<file path="src/rtl/fvcc_pkg.sv">
package fvcc_pkg;

  localparam int FLOW_FRAC_BITS_DEF = 12;
  localparam int CORDIC_STAGES_DEF  = 16;
  localparam int CORDIC_MAX_STAGES  = 24;

  // CORDIC datapath widths: operands carry 8 guard bits plus gain growth
  localparam int GUARD_BITS = 8;
  localparam int UW         = 28;
  localparam int ZW         = 35;

  localparam int SEG_RY = 15;
  localparam int SEG_YG = 6;
  localparam int SEG_GC = 4;
  localparam int SEG_CB = 11;
  localparam int SEG_BM = 13;
  localparam int SEG_MR = 6;
  localparam int WHEEL_SIZE = 55;

  localparam logic [29:0] INV_GAIN_Q30 = 30'd652032874;
  localparam logic signed [ZW-1:0] HALF_TURN = 35'sd2147483648;

  localparam logic [31:0] ATAN_TURNS [CORDIC_MAX_STAGES] = '{
    32'h20000000, 32'h12E4051D, 32'h09FB385B, 32'h051111D4,
    32'h028B0D43, 32'h0145D7E1, 32'h00A2F61E, 32'h00517C55,
    32'h0028BE53, 32'h00145F2E, 32'h000A2F98, 32'h000517CC,
    32'h00028BE6, 32'h000145F3, 32'h0000A2F9, 32'h0000517C,
    32'h000028BE, 32'h0000145F, 32'h00000A2F, 32'h00000517,
    32'h0000028B, 32'h00000145, 32'h000000A2, 32'h00000051
  };

  typedef struct packed {
    logic signed [15:0] flow_x;
    logic signed [15:0] flow_y;
  } in_item_t;

  typedef struct packed {
    logic [7:0] red;
    logic [7:0] green;
    logic [7:0] blue;
  } out_item_t;

  typedef struct packed {
    logic                 vld;
    logic signed [UW-1:0] u;
    logic signed [UW-1:0] v;
    logic signed [ZW-1:0] z;
  } cordic_t;

  // wheel entry k as {r, g, b}
  function automatic logic [23:0] wheel_rgb(input logic [5:0] k);
    int kk;
    int i;
    int r;
    int g;
    int b;
    kk = int'(k);
    r = 0;
    g = 0;
    b = 0;
    if (kk < SEG_RY) begin
      r = 255; g = 255 * kk / SEG_RY; b = 0;
    end else if (kk < SEG_RY + SEG_YG) begin
      i = kk - SEG_RY;
      r = 255 - 255 * i / SEG_YG; g = 255; b = 0;
    end else if (kk < SEG_RY + SEG_YG + SEG_GC) begin
      i = kk - (SEG_RY + SEG_YG);
      r = 0; g = 255; b = 255 * i / SEG_GC;
    end else if (kk < SEG_RY + SEG_YG + SEG_GC + SEG_CB) begin
      i = kk - (SEG_RY + SEG_YG + SEG_GC);
      r = 0; g = 255 - 255 * i / SEG_CB; b = 255;
    end else if (kk < SEG_RY + SEG_YG + SEG_GC + SEG_CB + SEG_BM) begin
      i = kk - (SEG_RY + SEG_YG + SEG_GC + SEG_CB);
      r = 255 * i / SEG_BM; g = 0; b = 255;
    end else begin
      i = kk - (SEG_RY + SEG_YG + SEG_GC + SEG_CB + SEG_BM);
      if (i >= SEG_MR) i = SEG_MR - 1;
      r = 255; g = 0; b = 255 - 255 * i / SEG_MR;
    end
    return {r[7:0], g[7:0], b[7:0]};
  endfunction

endpackage

</file>
<file path="src/rtl/fvcc_cordic_cell.sv">
module fvcc_cordic_cell #(
  parameter int IDX = 0
) (
  input  logic              clk,
  input  logic              rst_n,
  input  fvcc_pkg::cordic_t d_in,
  output fvcc_pkg::cordic_t d_out
);

  localparam logic signed [fvcc_pkg::ZW-1:0] ATAN =
    fvcc_pkg::ZW'(fvcc_pkg::ATAN_TURNS[IDX]);

  fvcc_pkg::cordic_t d_r;
  fvcc_pkg::cordic_t d_nxt;

  logic signed [fvcc_pkg::UW-1:0] us;
  logic signed [fvcc_pkg::UW-1:0] vs;

  always_comb begin
    us = d_in.u >>> IDX;
    vs = d_in.v >>> IDX;
    d_nxt = d_in;
    if (d_in.v < 0) begin
      d_nxt.u = d_in.u - vs;
      d_nxt.v = d_in.v + us;
      d_nxt.z = d_in.z - ATAN;
    end else begin
      d_nxt.u = d_in.u + vs;
      d_nxt.v = d_in.v - us;
      d_nxt.z = d_in.z + ATAN;
    end
  end

  always_ff @(posedge clk) begin
    if (!rst_n) begin
      d_r.vld <= 1'b0;
    end else begin
      d_r.vld <= d_in.vld;
    end
    d_r.u <= d_nxt.u;
    d_r.v <= d_nxt.v;
    d_r.z <= d_nxt.z;
  end

  assign d_out = d_r;

endmodule

</file>
<file path="config.mk">
export PLATFORM = sky130hd
export DESIGN_NAME = fvcc_cordic_cell
export DESIGN_NICKNAME = d
export VERILOG_FILES = /design/src/rtl/fvcc_pkg.sv /design/src/rtl/fvcc_cordic_cell.sv
export SDC_FILE = /design/constraint.sdc
export NUM_CORES = 1
export LEC_CHECK = 0
export ABC_AREA = 1
export BUFFER_PORTS_ARGS = -buffer_cell sky130_fd_sc_hd__buf_2
export CAP_MARGIN = 25
export CELL_PAD_IN_SITES_DETAIL_PLACEMENT = 0
export CELL_PAD_IN_SITES_GLOBAL_PLACEMENT = 1
export CORE_UTILIZATION = 30
export DETAILED_ROUTE_END_ITERATION = 7
export HOLD_SLACK_MARGIN = 0.02
export PLACE_DENSITY = 0.73
export SLEW_MARGIN = 10
export SYNTH_ARGS = -nofsm -noshare
export SYNTH_HDL_FRONTEND = slang
export SYNTH_SLANG_ARGS = --single-unit
</file>
<file path="constraint.sdc">
create_clock -name clk -period 2.29 [get_ports clk]
set_input_delay 0.458 -clock clk [delete_from_list [all_inputs] [get_ports clk]]
set_output_delay 0.458 -clock clk [all_outputs]
set_load 0.1 [all_outputs]
</file>
==> flow_metrics.py, run 1 <==
metrics = {
    "floorplan": {
        "die_x_um": 169,
        "rows": 60,
        "io_pins": 186,
        "coreArea_um2": 27100,
        "die_height_um": 169,
        "die_area_um2": 28500,
        "start_util": 0.308,
    },
    "yosys": {
        "ys_warn_count": 0,
        "synth_edf_count": 0,
        "ys_seq_area_frac": 0.218,
        "synth-seq-cells": 91,
        "ys_types": 37,
        "synthTopCellsByCount": "431 x nand2_1, 239 x inv_1, 124 x nand3_1, 94 x ha_1, 91 x dfxtp_1",
        "synth_area_leaders": "dfxtp_1 22%, nand2_1 19%, ha_1 14%, inv_1 11%, nand3_1 7.4%",
        "syn_area_um2": 8350,
        "synth_top_cell_area_share": 0.218,
        "syn_avg_cell_area_um2": 6.09,
        "synthCells": 1371,
        "syn_nets": 1563,
        "synth_flop_cell": "dfxtp_1",
        "postSynth.asyncResetShare": 0,
        "yosysMostFrequentCell": "nand2_1",
        "synth_area_leader_cell": "dfxtp_1",
    },
    "timing": {
        "fin_ws_ns": 0.219,
        "slew_headroom": 0.665,
        "timing.final.crit_period_ns": 2.07,
        "fmax_mhz": 483,
        "maxSlewViolCount": 0,
        "worst_slew_pin_slew_ns": 0.507,
        "fin_tns_setup_ns": 0,
        "setup-violations-final": 0,
        "grt_setup_unrepaired": "no",
        "worst_hold_slack_ns": 0.201,
        "fin_crit_sh": 0.905,
        "hold_violations": 0,
    },
    "clock_tree": {
        "numClockSinks": 91,
        "ctsHoldBuffers": 0,
        "post_cts_buffers": 0,
        "cts-root-buf": "clkbuf_16",
        "cts.path.max_buffers": 2,
        "post_cts_resize_count": 0,
        "path_clk_slew_ns": 0.08,
        "cts_tree": "done",
        "htreeDepth": 3,
        "cts_buffers": 9,
    },
    "finish": {
        "diodes": 0,
        "drive_gt1_frac": 0.238,
        "utilization": 0.406,
        "areaGrowthSynthToFinish_pct": 31.8,
        "layout.nets": 1882,
        "largest_reg_flops": 91,
    },
    "worst_setup_path": {
        "cp-end-kind": "flop",
        "path_max_fanout": 9,
        "path_class": "input port to flop",
        "crit_arrival_ns": 2.31,
        "critical_path_required_ns": 2.53,
        "worstSetupStartpointType": "input port",
    },
    "power_and_ir_drop": {
        "powerDensity_nw_per_um2": 676,
        "leakage_nw": 6.35,
        "vdd_drop_max_mv": 0.363,
        "p_total_mw": 7.44,
    },
    "run_status": {
        "status": "finished clean",
    },
    "global_route": {
        "grt_start_max_net_pins": 56,
        "grt_pass1_wl_mm": 47.3,
        "grtUsageTotal": 0.213,
        "first_global_vias": 9179,
        "grt_overflow": 0,
        "grt_antenna_before_repair": 0,
    },
    "route": {
        "routed_via_density": 4.56,
        "drt_wl_total_mm": 30.1,
        "wl_per_cell_um": 14.6,
        "ant_nets": 0,
        "vias": 9424,
        "first_pass_iters": 5,
        "drcViolationCount": 0,
        "drtIter0Drc": 646,
    },
    "placed_design": {
        "place_congestion": 0.922,
        "place_ws_ns": -0.140,
        "portBuffers": 185,
        "hpwl_mm": 25.5,
    },
    "flow_run": {
        "maxCapViolations": 0,
    },
    "hold_path": {
        "hold_depth": 1,
        "hold_class": "input port to flop",
    },
}
==> area by class of cell <==
cell class                      instances  area, µm²
Inverter                              248        931
Clock buffer                            9        225
Tap cell                              372        465
Fill cell                            2967      16100
Multi-Input combinational cell        996       5360
Clock inverter                          7       66.3
Timing Repair Buffer                  344       2130
Sequential cell                        91       1820
==> power breakdown <==
group          switching, mW  internal (mW)
combinational           3.02          0.993
clock                  0.782          0.765
sequential            0.0699           1.80
total                   3.87           3.56
==> per-layer routing <==
layer / track usage / vias up / part of all wire / wire, µm
met3: 0.0260 / 40 / 0.058 / 1760
met5: 0 / - / 0 / 0
met1: 0.285 / 4167 / 0.46 / 13900
li1: - / 4909 / - / -
met2: 0.363 / 308 / 0.46 / 13800
met4: 0.0522 / 0 / 0.019 / 585
==> worst paths after layout <==
kind	startpoint	endpoint	slack, ns
setup / recovery	d_in[51]	d_out[56]	0.22
hold / removal	d_in[21]	d_out[21]	0.20
==> cell usage in the layout (no fill, tap or decap), types with 10 or more instances in the layout <==
| cell type | n |
|---|---|
| nor2_1 | 79 |
| o21ai_0 | 52 |
| nor2_2 | 15 |
| nand4_1 | 26 |
| a21oi_1 | 84 |
| nand3_1 | 124 |
| buf_2 | 185 |
| buf_4 | 158 |
| inv_2 | 10 |
| nand2_1 | 431 |
| inv_1 | 238 |
| ha_1 | 94 |
| xor2_1 | 20 |
| o21bai_1 | 15 |
| dfxtp_1 | 91 |
==> critical path, stage by stage <==
cell and delay (ns):
buf_2 0.09, inv_1 0.05, ha_1 0.51, inv_1 0.12
a21oi_1 0.30, o21ai_0 0.15, a21oi_1 0.25, nand4_1 0.18
nand3_1 0.12, nand2_1 0.07
==> stage by stage <==
step / std cells / cell area (µm²)
2_1_floorplan: 1371 / 8350
3_3_place_gp: 2051 / 10700
3_5_place_dp: 2051 / 10700
4_1_cts: 2067 / 11000
5_1_grt: 2067 / 11000
6_report: 2067 / 11000
==> kinds of logic (layout without fill, tap and decap cells) <==
kind of cell	after synthesis	count (layout)	synth area share
AND/OR/NAND/NOR	698	698	0.352
AO/OA/AOI/OAI	176	176	0.115
XOR/XNOR	23	23	0.0241
buffers and inverters	284	608	0.140
multiplexers	1	1	0.00120
flip-flops	91	91	0.218
adder cells (fa/ha/maj)	98	98	0.150
Note: power is estimated with default switching activity, not from simulation.
==> run 2, diff against run 1 <==
Settings changed: CORE_UTILIZATION 30 to 38, PLACE_DENSITY 0.73 to 0.88.
==> flow_metrics.py, run 2 (synthesis gave the netlist of run 1 again) <==
metrics = {
    "placed_design": {
        "dp_cells": 1953,
        "place_congestion": 0.935,
        "hpwl_mm": 24.1,
        "portBuffers": 185,
        "place_ws_ns": -0.160,
    },
    "finish": {
        "final_common_cell": "nand2_1",
        "layout.nets": 1881,
        "drive_gt1_frac": 0.237,
        "multiInputGateArea_um2": 5360,
        "fill_cells": 2250,
        "final_cells": 1969,
        "diodes": 0,
        "areaGrowthSynthToFinish_pct": 30.4,
        "layout_common_cells": "431 x nand2_1, 238 x inv_1, 185 x buf_2",
        "largest_reg_flops": 91,
        "seq_area_um2": 1820,
    },
    "global_route": {
        "grt_pass1_wl_mm": 44.3,
        "grt_overflow": 0,
        "grt_start_max_net_pins": 39,
        "grt_antenna_before_repair": 0,
        "first_global_vias": 8988,
        "grtUsageTotal": 0.255,
    },
    "power_and_ir_drop": {
        "switching_power_mw": 3.84,
        "p_sw_frac": 0.511,
        "p_int_mw": 3.67,
        "vdd_drop_max_mv": 0.380,
        "leakage_nw": 6.36,
        "p_clk_frac": 0.219,
        "powerDensity_nw_per_um2": 690,
        "comb_power_share": 0.532,
        "power_frac_seq": 0.249,
    },
    "timing": {
        "worst_slew_pin_slew_ns": 0.510,
        "setup-violations-final": 0,
        "fin_ws_ns": 0.137,
        "slew_headroom": 0.662,
        "grt_setup_unrepaired": "no",
        "fin_tns_setup_ns": 0,
        "fin_crit_sh": 0.940,
        "fmax_mhz": 464,
        "timing.final.crit_period_ns": 2.15,
        "maxSlewViolCount": 0,
        "hold_violations": 0,
    },
    "flow_run": {
        "maxCapViolations": 0,
    },
    "hold_path": {
        "hold_class": "input port to flop",
        "min_to": "d_out[28]",
        "hold_depth": 1,
        "hold_start": "d_in[28]",
    },
    "clock_tree": {
        "cts_tree": "done",
        "cts-root-buf": "clkbuf_16",
        "path_clk_slew_ns": 0.08,
        "ctsHoldBuffers": 0,
        "cts_buffers": 9,
        "cts.path.max_buffers": 2,
        "post_cts_resize_count": 0,
        "htreeDepth": 3,
        "numClockSinks": 91,
        "post_cts_buffers": 0,
    },
    "route": {
        "vias": 9514,
        "wl_per_cell_um": 14.5,
        "drcViolationCount": 0,
        "ant_nets": 0,
        "drt_wl_total_mm": 28.5,
        "drtIter0Drc": 624,
        "first_pass_iters": 5,
        "routed_via_density": 4.83,
    },
    "worst_setup_path": {
        "path_max_fanout": 3,
        "worstSetupStartpointType": "input port",
        "crit_chain": "buf_2, ha_1, inv_1, fa_1, inv_1, nand2_1, nor2_1, nor2_1, o21ai_2, nand2_1, nand3_1, nand2_1, nand3_1, nand2_1",
        "crit_arrival_ns": 2.41,
        "critical_path_required_ns": 2.55,
        "cp-end-kind": "flop",
        "cp_common_cell": "nand2_1",
        "slowest_delay_ns": 0.40,
        "path_class": "input port to flop",
        "worst_path_max_delay_cell": "fa_1",
    },
    "floorplan": {
        "start_util": 0.392,
        "die_area_um2": 22600,
        "io_pins": 186,
        "coreArea_um2": 21300,
        "rows": 53,
        "die_height_um": 150,
        "die_x_um": 150,
    },
    "run_status": {
        "status": "finished clean",
    },
}
==> run 2: cell count changes in the layout (fill, tap and decap cells not counted) <==
cell,before,now
inv_2,10,9
bufinv_16,0,1
clkinv_4,0,1
clkinv_1,0,1
buf_12,1,0
inv_8,0,1
inv_6,4,3
clkinvlp_4,2,0
==> run 2: how the worst max path moves through the flow <==
| stage | from | end | slack (ns) | cells after the start |
|---|---|---|---|---|
| 5_1_grt | d_in[35] | d_out[77] | 0.02 | 14 |
| 4_1_cts | d_in[35] | d_out[85] | 0.17 | 14 |
| 3_3_place_gp | d_in[35] | d_out[41] | -0.08 | 11 |
| 6_report | d_in[35] | d_out[85] | 0.14 | 14 |
| 2_1_floorplan | d_in[35] | d_out[77] | 0.32 | 13 |
| 3_5_place_dp | d_in[35] | d_out[57] | -0.16 | 14 |
==> run 2: worst max-delay path: cells and delay by family <==
kind	cells	cell delay, ns
buffers and inverters	3	0.27
adder cells (fa/ha/maj)	2	0.59
AO/OA/AOI/OAI	1	0.26
AND/OR/NAND/NOR	8	0.82
==> run 2: cell type report <==
cell class | count | area share
repair buffers | 343 | 0.194
clock inverters | 7 | 0.00850
clock buffers | 9 | 0.0207
multi-input cells | 996 | 0.492
well taps | 275 | 0.0316
inverters | 248 | 0.0855
flip-flops and latches | 91 | 0.167
==> run 2: metal layers <==
layer | up-vias | share of wire | track usage
met5 | - | 0 | 0
met4 | 0 | 0.019 | 0.0611
met3 | 35 | 0.063 | 0.0391
met2 | 308 | 0.46 | 0.447
met1 | 4259 | 0.45 | 0.326
li1 | 4912 | - | -
==> run 2: power by group through the flow <==
stage | logic, mW | registers, mW | clock network (mW)
CTS | 3.98 | 1.87 | 1.68
finish | 4.00 | 1.87 | 1.64
global route | 4.26 | 1.89 | 1.74
global placement | 3.95 | 1.91 | 0
floorplan | 1.29 | 3.52 | 0
detailed placement | 3.97 | 1.91 | 0
==> run 2: through the flow <==
stage                     total power, mW  utilization  hold slack (ns)  instance area, µm²
after global routing                 7.89        0.512            0.189               10900
after global placement               5.85        0.497            0.561               10600
after CTS                            7.54        0.512            0.191               10900
final                                7.52        0.512            0.199               10900
after detailed placement             5.88        0.497            0.562               10600
after floorplan                      4.81            -            0.486                8350
==> run 3, diff against run 2 <==
Settings changed: MAX_ROUTING_LAYER from default to met4.
==> flow_metrics.py, run 3 (synthesis gave the netlist of run 1 again) <==
metrics = {
    "run_status": {
        "status": "finished clean",
    },
    "floorplan": {
        "io_pins": 186,
        "die_area_um2": 22600,
        "start_util": 0.392,
        "die_height_um": 150,
        "die_x_um": 150,
        "coreArea_um2": 21300,
        "rows": 53,
    },
    "route": {
        "drt_wl_total_mm": 28.5,
        "first_pass_iters": 5,
        "drtIter0Drc": 637,
        "drcViolationCount": 0,
        "wl_per_cell_um": 14.4,
        "ant_nets": 0,
        "vias": 9508,
        "routed_via_density": 4.83,
    },
    "finish": {
        "largest_reg_flops": 91,
        "final_common_cell": "nand2_1",
        "stdcell_area_um2": 10900,
        "areaGrowthSynthToFinish_pct": 30.3,
        "diodes": 0,
        "final_cells": 1970,
        "layout_common_cells": "431 x nand2_1, 238 x inv_1, 185 x buf_2",
        "layout.nets": 1882,
        "drive_gt1_frac": 0.237,
    },
    "worst_setup_path": {
        "worstSetupStartpointType": "input port",
        "critical_path_required_ns": 2.55,
        "path_class": "input port to flop",
        "crit_arrival_ns": 2.33,
        "worst_path_max_delay_cell": "ha_1",
        "path_max_fanout": 10,
        "cp-end-kind": "flop",
        "crit_chain": "buf_2, inv_1, ha_1, nand2_1, nor2_1, nand3_1, nand3_1, nand2_1, nand3_1, nand2_1, nand3_1, nand2_1",
        "slowest_delay_ns": 0.54,
    },
    "timing": {
        "fin_crit_sh": 0.903,
        "setup-violations-final": 0,
        "timing.final.crit_period_ns": 2.07,
        "slew_headroom": 0.668,
        "maxSlewViolCount": 0,
        "worst_slew_pin_slew_ns": 0.502,
        "grt_setup_unrepaired": "no",
        "worst_hold_slack_ns": 0.198,
        "hold_violations": 0,
        "fmax_mhz": 484,
        "fin_ws_ns": 0.222,
    },
    "clock_tree": {
        "cts_buffers": 9,
        "post_cts_buffers": 0,
        "numClockSinks": 91,
        "htreeDepth": 3,
        "cts.path.max_buffers": 2,
        "cts-root-buf": "clkbuf_16",
        "post_cts_resize_count": 0,
        "cts_tree": "done",
        "ctsHoldBuffers": 0,
        "path_clk_slew_ns": 0.09,
    },
    "global_route": {
        "grt_start_max_net_pins": 39,
        "grt_antenna_before_repair": 0,
        "first_global_vias": 8945,
        "grt_pass1_wl_mm": 44.0,
        "grtUsageTotal": 0.261,
        "grt_overflow": 0,
    },
    "placed_design": {
        "dp_cells": 1954,
        "dpl_cell_area_um2": 10600,
        "hpwl_mm": 24.1,
        "place_congestion": 0.958,
        "portBuffers": 185,
        "place_ws_ns": -0.115,
    },
    "power_and_ir_drop": {
        "vdd_drop_max_mv": 0.374,
        "powerDensity_nw_per_um2": 685,
        "p_total_mw": 7.45,
        "leakage_nw": 6.36,
    },
    "hold_path": {
        "hold_class": "input port to flop",
    },
    "flow_run": {
        "maxCapViolations": 0,
    },
}
## run 3: cell type report
class	instances	area [µm²]
fillers	2230	10400
multi-input cells	996	5360
repair buffers	344	2120
flip-flops and latches	91	1820
inverters	248	931
well taps	275	344
clock buffers	9	225
clock inverters	7	76.3
## run 3: critical path: cells and delay by family
kind	cells	cell delay, ns
buffers and inverters	2	0.13
adders and majority gates	1	0.54
and+or+nand+nor	9	1.19
## run 3: stage by stage
step	util	setup TNS [ns]
floorplan	-	0
global placement	0.497	-0.845
global route	0.511	0
finish	0.511	0
detailed placement	0.497	-1.36
CTS	0.511	0
## run 3: layer usage
layer | up-vias | GRT usage | wire length (µm)
met2 | 321 | 0.440 | 13000
met3 | 35 | 0.0264 | 1730
met4 | 0 | 0.0717 | 609
met5 | - | - | 0
li1 | 4911 | - | -
met1 | 4241 | 0.331 | 13100
## run 3: worst paths after layout
| kind | cells after the start | slack [ns] | from | to |
|---|---|---|---|---|
| setup / recovery | 12 | 0.22 | d_in[37] | d_out[60] |
| hold / removal | 1 | 0.20 | d_in[13] | d_out[13] |
## run 3: power by group
part	switching [mW]	leakage, nW	internal, mW	total (mW)
sequential	0.0693	0.768	1.80	1.87
clock	0.808	0.149	0.782	1.59
combinational	3.00	5.44	0.991	3.99
